$ cat config.mk
export PLATFORM = sky130hd
export DESIGN_NAME = gradient_magnitude_normalize
export DESIGN_NICKNAME = d
export VERILOG_FILES = /design/src/rtl/gmn_pkg.sv /design/src/rtl/gmn_sqrt_cell.sv /design/src/rtl/gmn_div_cell.sv /design/src/rtl/gradient_magnitude_normalize.sv
export SDC_FILE = /design/constraint.sdc
export NUM_CORES = 2
export LEC_CHECK = 0
export BUFFER_PORTS_ARGS = -buffer_cell sky130_fd_sc_hd__buf_2
export CORE_ASPECT_RATIO = 0.9
export CORE_MARGIN = 2
export CORE_UTILIZATION = 35
export CTS_CLUSTER_DIAMETER = 50
export DETAILED_ROUTE_END_ITERATION = 7
export GPL_ROUTABILITY_DRIVEN = 1
export MAX_ROUTING_LAYER = met4
export SYNTH_ARGS = -nofsm -noshare
export SYNTH_HDL_FRONTEND = slang
export SYNTH_SLANG_ARGS = --single-unit
$ cat constraint.sdc
create_clock -name clk -period 46.4 [get_ports clk]
set_input_delay 4.64 -clock clk [delete_from_list [all_inputs] [get_ports clk]]
set_output_delay 4.64 -clock clk [all_outputs]
set_load 0.02 [all_outputs]
$ cat src/rtl/gmn_pkg.sv
// ----------------------------------------------------------------------------
// gmn_pkg
// shared constants and types for the gradient magnitude normalizer
// ----------------------------------------------------------------------------
package gmn_pkg;

  localparam int GRAD_BITS_DEF = 16;
  localparam int DP_BITS       = 16;   // internal gradient datapath width
  localparam int SQ_BITS       = 32;   // sum of squares and root work width
  localparam int SQRT_CELLS    = 16;
  localparam int NUM_BITS      = 24;   // width of m*255
  localparam int DIV_CELLS     = 8;
  localparam logic [7:0] NORM_FULL = 8'd255;

  localparam logic REQ_MEASURE   = 1'b0;
  localparam logic REQ_NORMALIZE = 1'b1;
  localparam logic MODE_L1       = 1'b0;
  localparam logic MODE_L2       = 1'b1;

  typedef struct packed {
    logic                req;
    logic                fs;
    logic                mode;
    logic                sat;
    logic [DP_BITS-1:0]  l1;
  } gmn_tag_t;

endpackage

$ cat src/rtl/gmn_sqrt_cell.sv
// ----------------------------------------------------------------------------
// gmn_sqrt_cell
// one step of the bitwise integer square root, registered
// ----------------------------------------------------------------------------
module gmn_sqrt_cell #(
  parameter int STEP = 0
) (
  input  logic                         clk,
  input  logic                         rst_n,
  input  logic                         en,
  input  logic                         v_in,
  input  logic [gmn_pkg::SQ_BITS-1:0]  x_in,
  input  logic [gmn_pkg::SQ_BITS-1:0]  res_in,
  input  gmn_pkg::gmn_tag_t            tag_in,
  output logic                         v_out,
  output logic [gmn_pkg::SQ_BITS-1:0]  x_out,
  output logic [gmn_pkg::SQ_BITS-1:0]  res_out,
  output gmn_pkg::gmn_tag_t            tag_out
);
  import gmn_pkg::*;

  localparam logic [SQ_BITS-1:0] BIT = SQ_BITS'(1) << (SQ_BITS - 2 - 2 * STEP);

  logic                v_r;
  logic [SQ_BITS-1:0]  x_r, res_r;
  gmn_tag_t            tag_r;
  logic [SQ_BITS-1:0]  trial;
  logic                ge;

  assign trial = res_in + BIT;
  assign ge    = x_in >= trial;

  always_ff @(posedge clk) begin
    if (!rst_n) begin
      v_r <= 1'b0;
    end else if (en) begin
      v_r <= v_in;
    end
  end

  always_ff @(posedge clk) begin
    if (en) begin
      x_r   <= ge ? (x_in - trial) : x_in;
      res_r <= ge ? ((res_in >> 1) + BIT) : (res_in >> 1);
      tag_r <= tag_in;
    end
  end

  assign v_out   = v_r;
  assign x_out   = x_r;
  assign res_out = res_r;
  assign tag_out = tag_r;

endmodule

$ cat src/rtl/gmn_div_cell.sv
// ----------------------------------------------------------------------------
// gmn_div_cell
// one restoring division step producing one quotient bit, registered
// ----------------------------------------------------------------------------
module gmn_div_cell #(
  parameter int SHIFT = 0
) (
  input  logic                          clk,
  input  logic                          rst_n,
  input  logic                          en,
  input  logic                          v_in,
  input  logic [gmn_pkg::NUM_BITS-1:0]  rem_in,
  input  logic [gmn_pkg::DP_BITS-1:0]   d_in,
  input  logic [7:0]                    q_in,
  input  gmn_pkg::gmn_tag_t             tag_in,
  output logic                          v_out,
  output logic [gmn_pkg::NUM_BITS-1:0]  rem_out,
  output logic [gmn_pkg::DP_BITS-1:0]   d_out,
  output logic [7:0]                    q_out,
  output gmn_pkg::gmn_tag_t             tag_out
);
  import gmn_pkg::*;

  logic                 v_r;
  logic [NUM_BITS-1:0]  rem_r;
  logic [DP_BITS-1:0]   d_r;
  logic [7:0]           q_r;
  gmn_tag_t             tag_r;
  logic [NUM_BITS-1:0]  dsh;
  logic                 ge;

  assign dsh = NUM_BITS'(d_in) << SHIFT;
  assign ge  = rem_in >= dsh;

  always_ff @(posedge clk) begin
    if (!rst_n) begin
      v_r <= 1'b0;
    end else if (en) begin
      v_r <= v_in;
    end
  end

  always_ff @(posedge clk) begin
    if (en) begin
      rem_r <= ge ? (rem_in - dsh) : rem_in;
      d_r   <= d_in;
      q_r   <= q_in | (8'(ge) << SHIFT);
      tag_r <= tag_in;
    end
  end

  assign v_out   = v_r;
  assign rem_out = rem_r;
  assign d_out   = d_r;
  assign q_out   = q_r;
  assign tag_out = tag_r;

endmodule

$ cat src/rtl/gradient_magnitude_normalize.sv
// ----------------------------------------------------------------------------
// gradient_magnitude_normalize
// per-pixel L1/L2 gradient magnitude with running-peak byte normalization
// ----------------------------------------------------------------------------
// pipeline: 2 prep stages, the first loaded at the transfer edge, 16 root
//   cells, 1 magnitude stage, 8 divide cells, 1 output register; a stalled
//   result holds the chain and the input
// occupancy: the cell chain holds one item, since a normalizing item needs the
//   peak left by the measuring item before it
// reset: synchronous active-low rst_n clears valids, busy, peak and mode_r
module gradient_magnitude_normalize
  import gmn_pkg::*;
#(
  parameter int GRADIENT_BITS = GRAD_BITS_DEF
) (
  input  logic                      clk,
  input  logic                      rst_n,
  input  logic                      cfg_wr_en,
  input  logic                      cfg_wr_data,
  input  logic                      in_valid,
  output logic                      in_ready,
  input  logic                      in_req_type,
  input  logic                      in_frame_start,
  input  logic [GRADIENT_BITS-1:0]  in_gx,
  input  logic [GRADIENT_BITS-1:0]  in_gy,
  output logic                      out_valid,
  input  logic                      out_ready,
  output logic [7:0]                out_magnitude
);

  localparam logic [DP_BITS-1:0] LIM = DP_BITS'((1 << (GRADIENT_BITS - 1)) - 1);

  // configuration and control
  logic                mode_r;
  logic                busy_r;
  logic                en;
  logic                in_xfer;
  logic [DP_BITS-1:0]  peak_r;

  // prep stages
  logic                s0_v_r, s1_v_r;
  logic [DP_BITS-1:0]  s0_ax_r, s0_ay_r;
  gmn_tag_t            s0_tag_r, s1_tag_r;
  logic [SQ_BITS-1:0]  s1_sx_r, s1_sy_r;

  // root chain
  logic                sq_v   [0:SQRT_CELLS];
  logic [SQ_BITS-1:0]  sq_x   [0:SQRT_CELLS];
  logic [SQ_BITS-1:0]  sq_res [0:SQRT_CELLS];
  gmn_tag_t            sq_tag [0:SQRT_CELLS];

  // magnitude stage
  logic                mg_v_r;
  logic [NUM_BITS-1:0] mg_num_r;
  gmn_tag_t            mg_tag_r;
  logic [DP_BITS-1:0]  mag;

  // divide chain
  logic                dv_v   [0:DIV_CELLS];
  logic [NUM_BITS-1:0] dv_rem [0:DIV_CELLS];
  logic [DP_BITS-1:0]  dv_d   [0:DIV_CELLS];
  logic [7:0]          dv_q   [0:DIV_CELLS];
  gmn_tag_t            dv_tag [0:DIV_CELLS];
  gmn_tag_t            dv_tag0;

  logic                out_valid_r;
  logic [7:0]          out_mag_r;

  // absolute value, with the most negative code clamped to the limit
  function automatic logic [DP_BITS-1:0] grad_abs(input logic [GRADIENT_BITS-1:0] g);
    logic [DP_BITS-1:0] gs;
    logic [DP_BITS-1:0] a;
    gs = DP_BITS'($signed(g));
    a  = gs[DP_BITS-1] ? (~gs + DP_BITS'(1)) : gs;
    return (a > LIM) ? LIM : a;
  endfunction

  // whole chain moves together; it only holds when the last cell has a
  // normalizing result and the output register is occupied with out_ready low
  assign en       = !(dv_v[DIV_CELLS] && dv_tag[DIV_CELLS].req && out_valid_r && !out_ready);
  assign in_ready = !busy_r;
  assign in_xfer  = in_valid && in_ready;

  always_ff @(posedge clk) begin
    if (!rst_n) begin
      mode_r <= MODE_L1;
    end else if (cfg_wr_en) begin
      mode_r <= cfg_wr_data;
    end
  end

  always_ff @(posedge clk) begin
    if (!rst_n) begin
      busy_r <= 1'b0;
    end else if (in_xfer) begin
      busy_r <= 1'b1;
    end else if (dv_v[DIV_CELLS] && en) begin
      busy_r <= 1'b0;
    end
  end

  // stage 0: absolute values and L1 sum
  always_ff @(posedge clk) begin
    if (!rst_n) begin
      s0_v_r <= 1'b0;
      s1_v_r <= 1'b0;
    end else if (en) begin
      s0_v_r <= in_xfer;
      s1_v_r <= s0_v_r;
    end
  end

  always_ff @(posedge clk) begin
    if (en) begin
      s0_ax_r      <= grad_abs(in_gx);
      s0_ay_r      <= grad_abs(in_gy);
      s0_tag_r.req  <= in_req_type;
      s0_tag_r.fs   <= in_frame_start;
      s0_tag_r.mode <= mode_r;
      s0_tag_r.sat  <= 1'b0;
      s0_tag_r.l1   <= grad_abs(in_gx) + grad_abs(in_gy);
      // stage 1: squares
      s1_sx_r  <= SQ_BITS'(s0_ax_r) * SQ_BITS'(s0_ax_r);
      s1_sy_r  <= SQ_BITS'(s0_ay_r) * SQ_BITS'(s0_ay_r);
      s1_tag_r <= s0_tag_r;
    end
  end

  // root chain input: sum of squares
  assign sq_v[0]   = s1_v_r;
  assign sq_x[0]   = s1_sx_r + s1_sy_r;
  assign sq_res[0] = '0;
  assign sq_tag[0] = s1_tag_r;

  for (genvar k = 0; k < SQRT_CELLS; k++) begin : g_sqrt
    gmn_sqrt_cell #(.STEP(k)) u_cell (
      .clk     (clk),
      .rst_n   (rst_n),
      .en      (en),
      .v_in    (sq_v[k]),
      .x_in    (sq_x[k]),
      .res_in  (sq_res[k]),
      .tag_in  (sq_tag[k]),
      .v_out   (sq_v[k+1]),
      .x_out   (sq_x[k+1]),
      .res_out (sq_res[k+1]),
      .tag_out (sq_tag[k+1])
    );
  end

  // magnitude select and peak tracking
  assign mag = (sq_tag[SQRT_CELLS].mode == MODE_L2) ? sq_res[SQRT_CELLS][DP_BITS-1:0]
                                                    : sq_tag[SQRT_CELLS].l1;

  always_ff @(posedge clk) begin
    if (!rst_n) begin
      peak_r <= '0;
      mg_v_r <= 1'b0;
    end else if (en) begin
      mg_v_r <= sq_v[SQRT_CELLS];
      if (sq_v[SQRT_CELLS] && sq_tag[SQRT_CELLS].req == REQ_MEASURE) begin
        if (sq_tag[SQRT_CELLS].fs || mag > peak_r) begin
          peak_r <= mag;
        end
      end
    end
  end

  // m*255 as (m<<8)-m
  always_ff @(posedge clk) begin
    if (en) begin
      mg_num_r <= (NUM_BITS'(mag) << 8) - NUM_BITS'(mag);
      mg_tag_r <= sq_tag[SQRT_CELLS];
    end
  end

  // divisor with zero peak as one; quotient of 256 or more saturates
  always_comb begin
    dv_tag0     = mg_tag_r;
    dv_tag0.sat = mg_num_r >= {(peak_r == '0) ? DP_BITS'(1) : peak_r, 8'd0};
  end

  assign dv_v[0]   = mg_v_r;
  assign dv_rem[0] = mg_num_r;
  assign dv_d[0]   = (peak_r == '0) ? DP_BITS'(1) : peak_r;
  assign dv_q[0]   = '0;
  assign dv_tag[0] = dv_tag0;

  for (genvar k = 0; k < DIV_CELLS; k++) begin : g_div
    gmn_div_cell #(.SHIFT(DIV_CELLS - 1 - k)) u_cell (
      .clk     (clk),
      .rst_n   (rst_n),
      .en      (en),
      .v_in    (dv_v[k]),
      .rem_in  (dv_rem[k]),
      .d_in    (dv_d[k]),
      .q_in    (dv_q[k]),
      .tag_in  (dv_tag[k]),
      .v_out   (dv_v[k+1]),
      .rem_out (dv_rem[k+1]),
      .d_out   (dv_d[k+1]),
      .q_out   (dv_q[k+1]),
      .tag_out (dv_tag[k+1])
    );
  end

  // output register; only normalizing items produce a transfer
  always_ff @(posedge clk) begin
    if (!rst_n) begin
      out_valid_r <= 1'b0;
    end else if (en && dv_v[DIV_CELLS] && dv_tag[DIV_CELLS].req == REQ_NORMALIZE) begin
      out_valid_r <= 1'b1;
    end else if (out_ready) begin
      out_valid_r <= 1'b0;
    end
  end

  always_ff @(posedge clk) begin
    if (en && dv_v[DIV_CELLS] && dv_tag[DIV_CELLS].req == REQ_NORMALIZE) begin
      out_mag_r <= dv_tag[DIV_CELLS].sat ? NORM_FULL : dv_q[DIV_CELLS];
    end
  end

  assign out_valid     = out_valid_r;
  assign out_magnitude = out_mag_r;

endmodule

==> flow_metrics.env <==
export IMPL_async_reset_ff_frac=0
export IMPL_ant_nets=0
export IMPL_wire_per_inst_um=15.06
export IMPL_end_kind="register"
export IMPL_r2r_start="s0_ay_r[1]$_DFFE_PN_"
export IMPL_grt_util_all_layers=0.1311
export IMPL_clockBufferDepth=3
export IMPL_syn_area_per_cell_um2=12.23
export IMPL_cts_buffers=156
export IMPL_wirelength_um=147400
export IMPL_min_delay_start="g_sqrt[0].u_cell.tag_out[1]$_DFFE_PN_"
export IMPL_synthSimpleGateAreaFrac=0.09763
export IMPL_die_x_um=507.5
export IMPL_cts_resized=0
export IMPL_io_pins=50
export IMPL_synth_edff_count=1417
export IMPL_cp_endpoint="g_sqrt[4].u_cell.res_out[26]$_DFFE_PN_"
export IMPL_final_cells=9789
export IMPL_worst_r2r_path_depth=25
export IMPL_first_global_vias=47352
export IMPL_cpMaxStageDelayCell="buf_4"
export IMPL_ys_top_cells_by_area="edfxtp_1, ha_1, fa_1"
export IMPL_drt_vias_per_instance=4.761
export IMPL_post_cts_setup_buffer_count=0
export IMPL_synth_compound_area_frac=0.07997
export IMPL_slew_violations=0
export IMPL_setup_ws_ps=37460
export IMPL_insertion_delay_ps=770
export IMPL_drive_gt1_frac=0.05958
export IMPL_initial_utilization=0.3518
export IMPL_slew_headroom=0.2335
export IMPL_synth_fa_ha_area_frac=0.1728
export IMPL_worst_path_stages=9
export IMPL_netlist_area_um2=79860
export IMPL_cts_hold_buf=0
export IMPL_rsz0062_at_grt="no"
export IMPL_crit_family="buffers and inverters"
export IMPL_place_inst=9506
export IMPL_die_h_um=457.2
export IMPL_synth_xor_area_frac=0.04826
export IMPL_critical_path_startpoint_type="primary input"
export IMPL_synth_ff_type="edfxtp_1"
export IMPL_setup_viol=0
export IMPL_htreeDepth=4
export IMPL_r2r_slack_ps=39060
export IMPL_syn2layout_area_growth_pct=11.26
export IMPL_clk_pin_slew_worst_paths_ps=60
export IMPL_hold_violations=0
export IMPL_cp_startpoint="out_ready"
export IMPL_die_area_um2=232000
export IMPL_ys_types=79
export IMPL_grt_max_degree=216
export IMPL_drc=0
export IMPL_firstDrtPassIters=7
export IMPL_critical_path_reg2reg_endpoint="s1_sy_r[31]$_DFFE_PN_"
export IMPL_hp_class="reg2reg"
export IMPL_final_nets=7582
export IMPL_dp_slack_ps=36650
export IMPL_antenna_found_initial=3
export IMPL_crit_top_cell="buf_4"
export IMPL_fin_setup_tns_ps=0
export IMPL_finalCritPeriodShare=0.1928
export IMPL_grt_overflow=0
export IMPL_period_minus_slack_ps=8945
export IMPL_critPathMaxStageDelay_ps=980
export IMPL_status="complete, no violations"
export IMPL_cts_root_buf="clkbuf_16"
export IMPL_max_freq_mhz=111.8
export IMPL_cp_num_buf_inv=7
export IMPL_crit_path_cell_trace="buf_2 -> nand2b_1 -> nor2_2 -> buf_4 -> inv_8 -> buf_4 -> buf_4 -> buf_12 -> buf_4"
export IMPL_coreArea_um2=227000
export IMPL_ys_seq_elements=1463
export IMPL_worst_pin_slew_ps=1150
export IMPL_yosys_area_top_type="edfxtp_1"
export IMPL_grt_pass1_wl_um=243700
export IMPL_dp_hpwl_um=109300
export IMPL_ys_warn_count=0
export IMPL_io_buffers=49
export IMPL_skew_ps=51.76
export IMPL_crit_type="in2reg"
export IMPL_cts_tree="yes"
export IMPL_vias=46602
export IMPL_crit_arrival_ps=9320
export IMPL_drtIter0Drc=2789
export IMPL_path_max_fanout=215
export IMPL_yosys_area_top_type_share=0.5328
export IMPL_fin_util=0.3914
export IMPL_synth_top_family_by_area="adder cells"
export IMPL_cts_sinks=1463
export IMPL_drv_cap=0
export IMPL_crit_required_ps=46770
export IMPL_yosysSeqAreaShare=0.5444
export IMPL_place_congestion=0.8599
export IMPL_muxShareOfSynthArea=0.007301
export IMPL_syn_inst=6529
export IMPL_rows=166
## cell families after synthesis
kind of cell               Yosys count
DFF                               1463
muxes                               54
adders and majority gates          902
other                                1
AOI/OAI and AO/OA                 1009
xor gates and xnor gates           440
and+or+nand+nor                   1605
buffers and inverters             1055
## layer usage
layer / vias to the layer above / wire [µm] / global-route usage
li1: 23093 / - / -
met1: 22492 / 67560 / 0.1691
met2: 774 / 70850 / 0.2152
met3: 243 / 5540 / 0.02010
met4: 0 / 3452 / 0.03440
met5: - / 0 / -
## state kept, by name, indices dropped and copies added (netlist names), 19 cells and up
register	cells
g_div.u_cell.d_out	112
g_div.u_cell.q_out	36
g_div.u_cell.rem_out	168
g_sqrt.u_cell.res_out	136
g_sqrt.u_cell.tag_out	304
g_sqrt.u_cell.x_out	480
mg_num_r	24
s0_tag_r	19
s1_sx_r	31
s1_sy_r	31
s1_tag_r	19
## through the flow
stage,hold WS [ps],area (µm²)
after floorplan,400.3,79860
after global placement,400.2,83720
after detailed placement,404.5,83720
after CTS,400.4,88850
after global routing,407.6,88850
final,404.2,88850
## cell usage after synthesis (9+ instances only)
library cell     n
edfxtp_1      1417
inv_1          925
ha_1           567
nand2_1        542
fa_1           335
nor2_1         319
xnor2_1        283
a21oi_1        275
o21ai_0        266
xor2_1         157
nor3_1         132
a21o_1         128
clkbuf_1       121
and2_1          96
nor4_1          87
nand3_1         77
nand2b_1        70
nor2b_1         69
o21a_1          62
nand4_1         52
dfxtp_1         46
o31ai_1         46
a21boi_0        34
mux2_2          34
or3_1           33
o21bai_1        32
a211oi_1        30
or2_2           27
mux2i_1         20
or4_1           20
a31oi_1         19
and3_1          18
nor4b_1         16
nand4b_1        15
o211ai_1        15
o41ai_1         12
a2111oi_0       10
nand3b_1         9
nor3b_1          9
o21ai_1          9
## placed cells by master, fill, tap and decap left out, drive strengths merged, types with 57 or more instances in the layout
cell and count:
o21a 62, a21o 128, o21ai 276, nor2b 69, edfxtp 1417, nand2 542
nand3 77, clkinv 57, buf 80, inv 944, xor2 157, and2 96
nor3 132, fa 335, clkbuf 187, nor4 87, xnor2 283, nand2b 70
nor2 319, a21oi 275, ha 567
## final cells by class
cell class	instances	area [µm²]
Clock buffer	187	4081
Inverter	927	3487
Sequential cell	1463	43470
Multi-Input combinational cell	4012	32470
Tap cell	3024	3784
Fill cell	21205	138200
Clock inverter	95	1051
Timing Repair Buffer	80	503.0
Antenna cell	1	2.502
## how the worst min path moves through the flow
| stage | to | slack, ps | cells past startpoint |
|---|---|---|---|
| 2_1_floorplan | g_div[0].u_cell.tag_out[19]$_DFFE_PN_ | 400 | 0 |
| 3_3_place_gp | g_div[7].u_cell.tag_out[19]$_DFFE_PN_ | 400 | 0 |
| 3_5_place_dp | g_div[1].u_cell.tag_out[16]$_DFFE_PN_ | 400 | 0 |
| 4_1_cts | g_sqrt[1].u_cell.tag_out[1]$_DFFE_PN_ | 400 | 0 |
| 5_1_grt | g_sqrt[15].u_cell.tag_out[8]$_DFFE_PN_ | 410 | 0 |
| 6_report | g_sqrt[1].u_cell.tag_out[1]$_DFFE_PN_ | 400 | 0 |
Power is not shown: default switching activity piles up to over one toggle a cycle in this logic, so the estimate is an artifact.
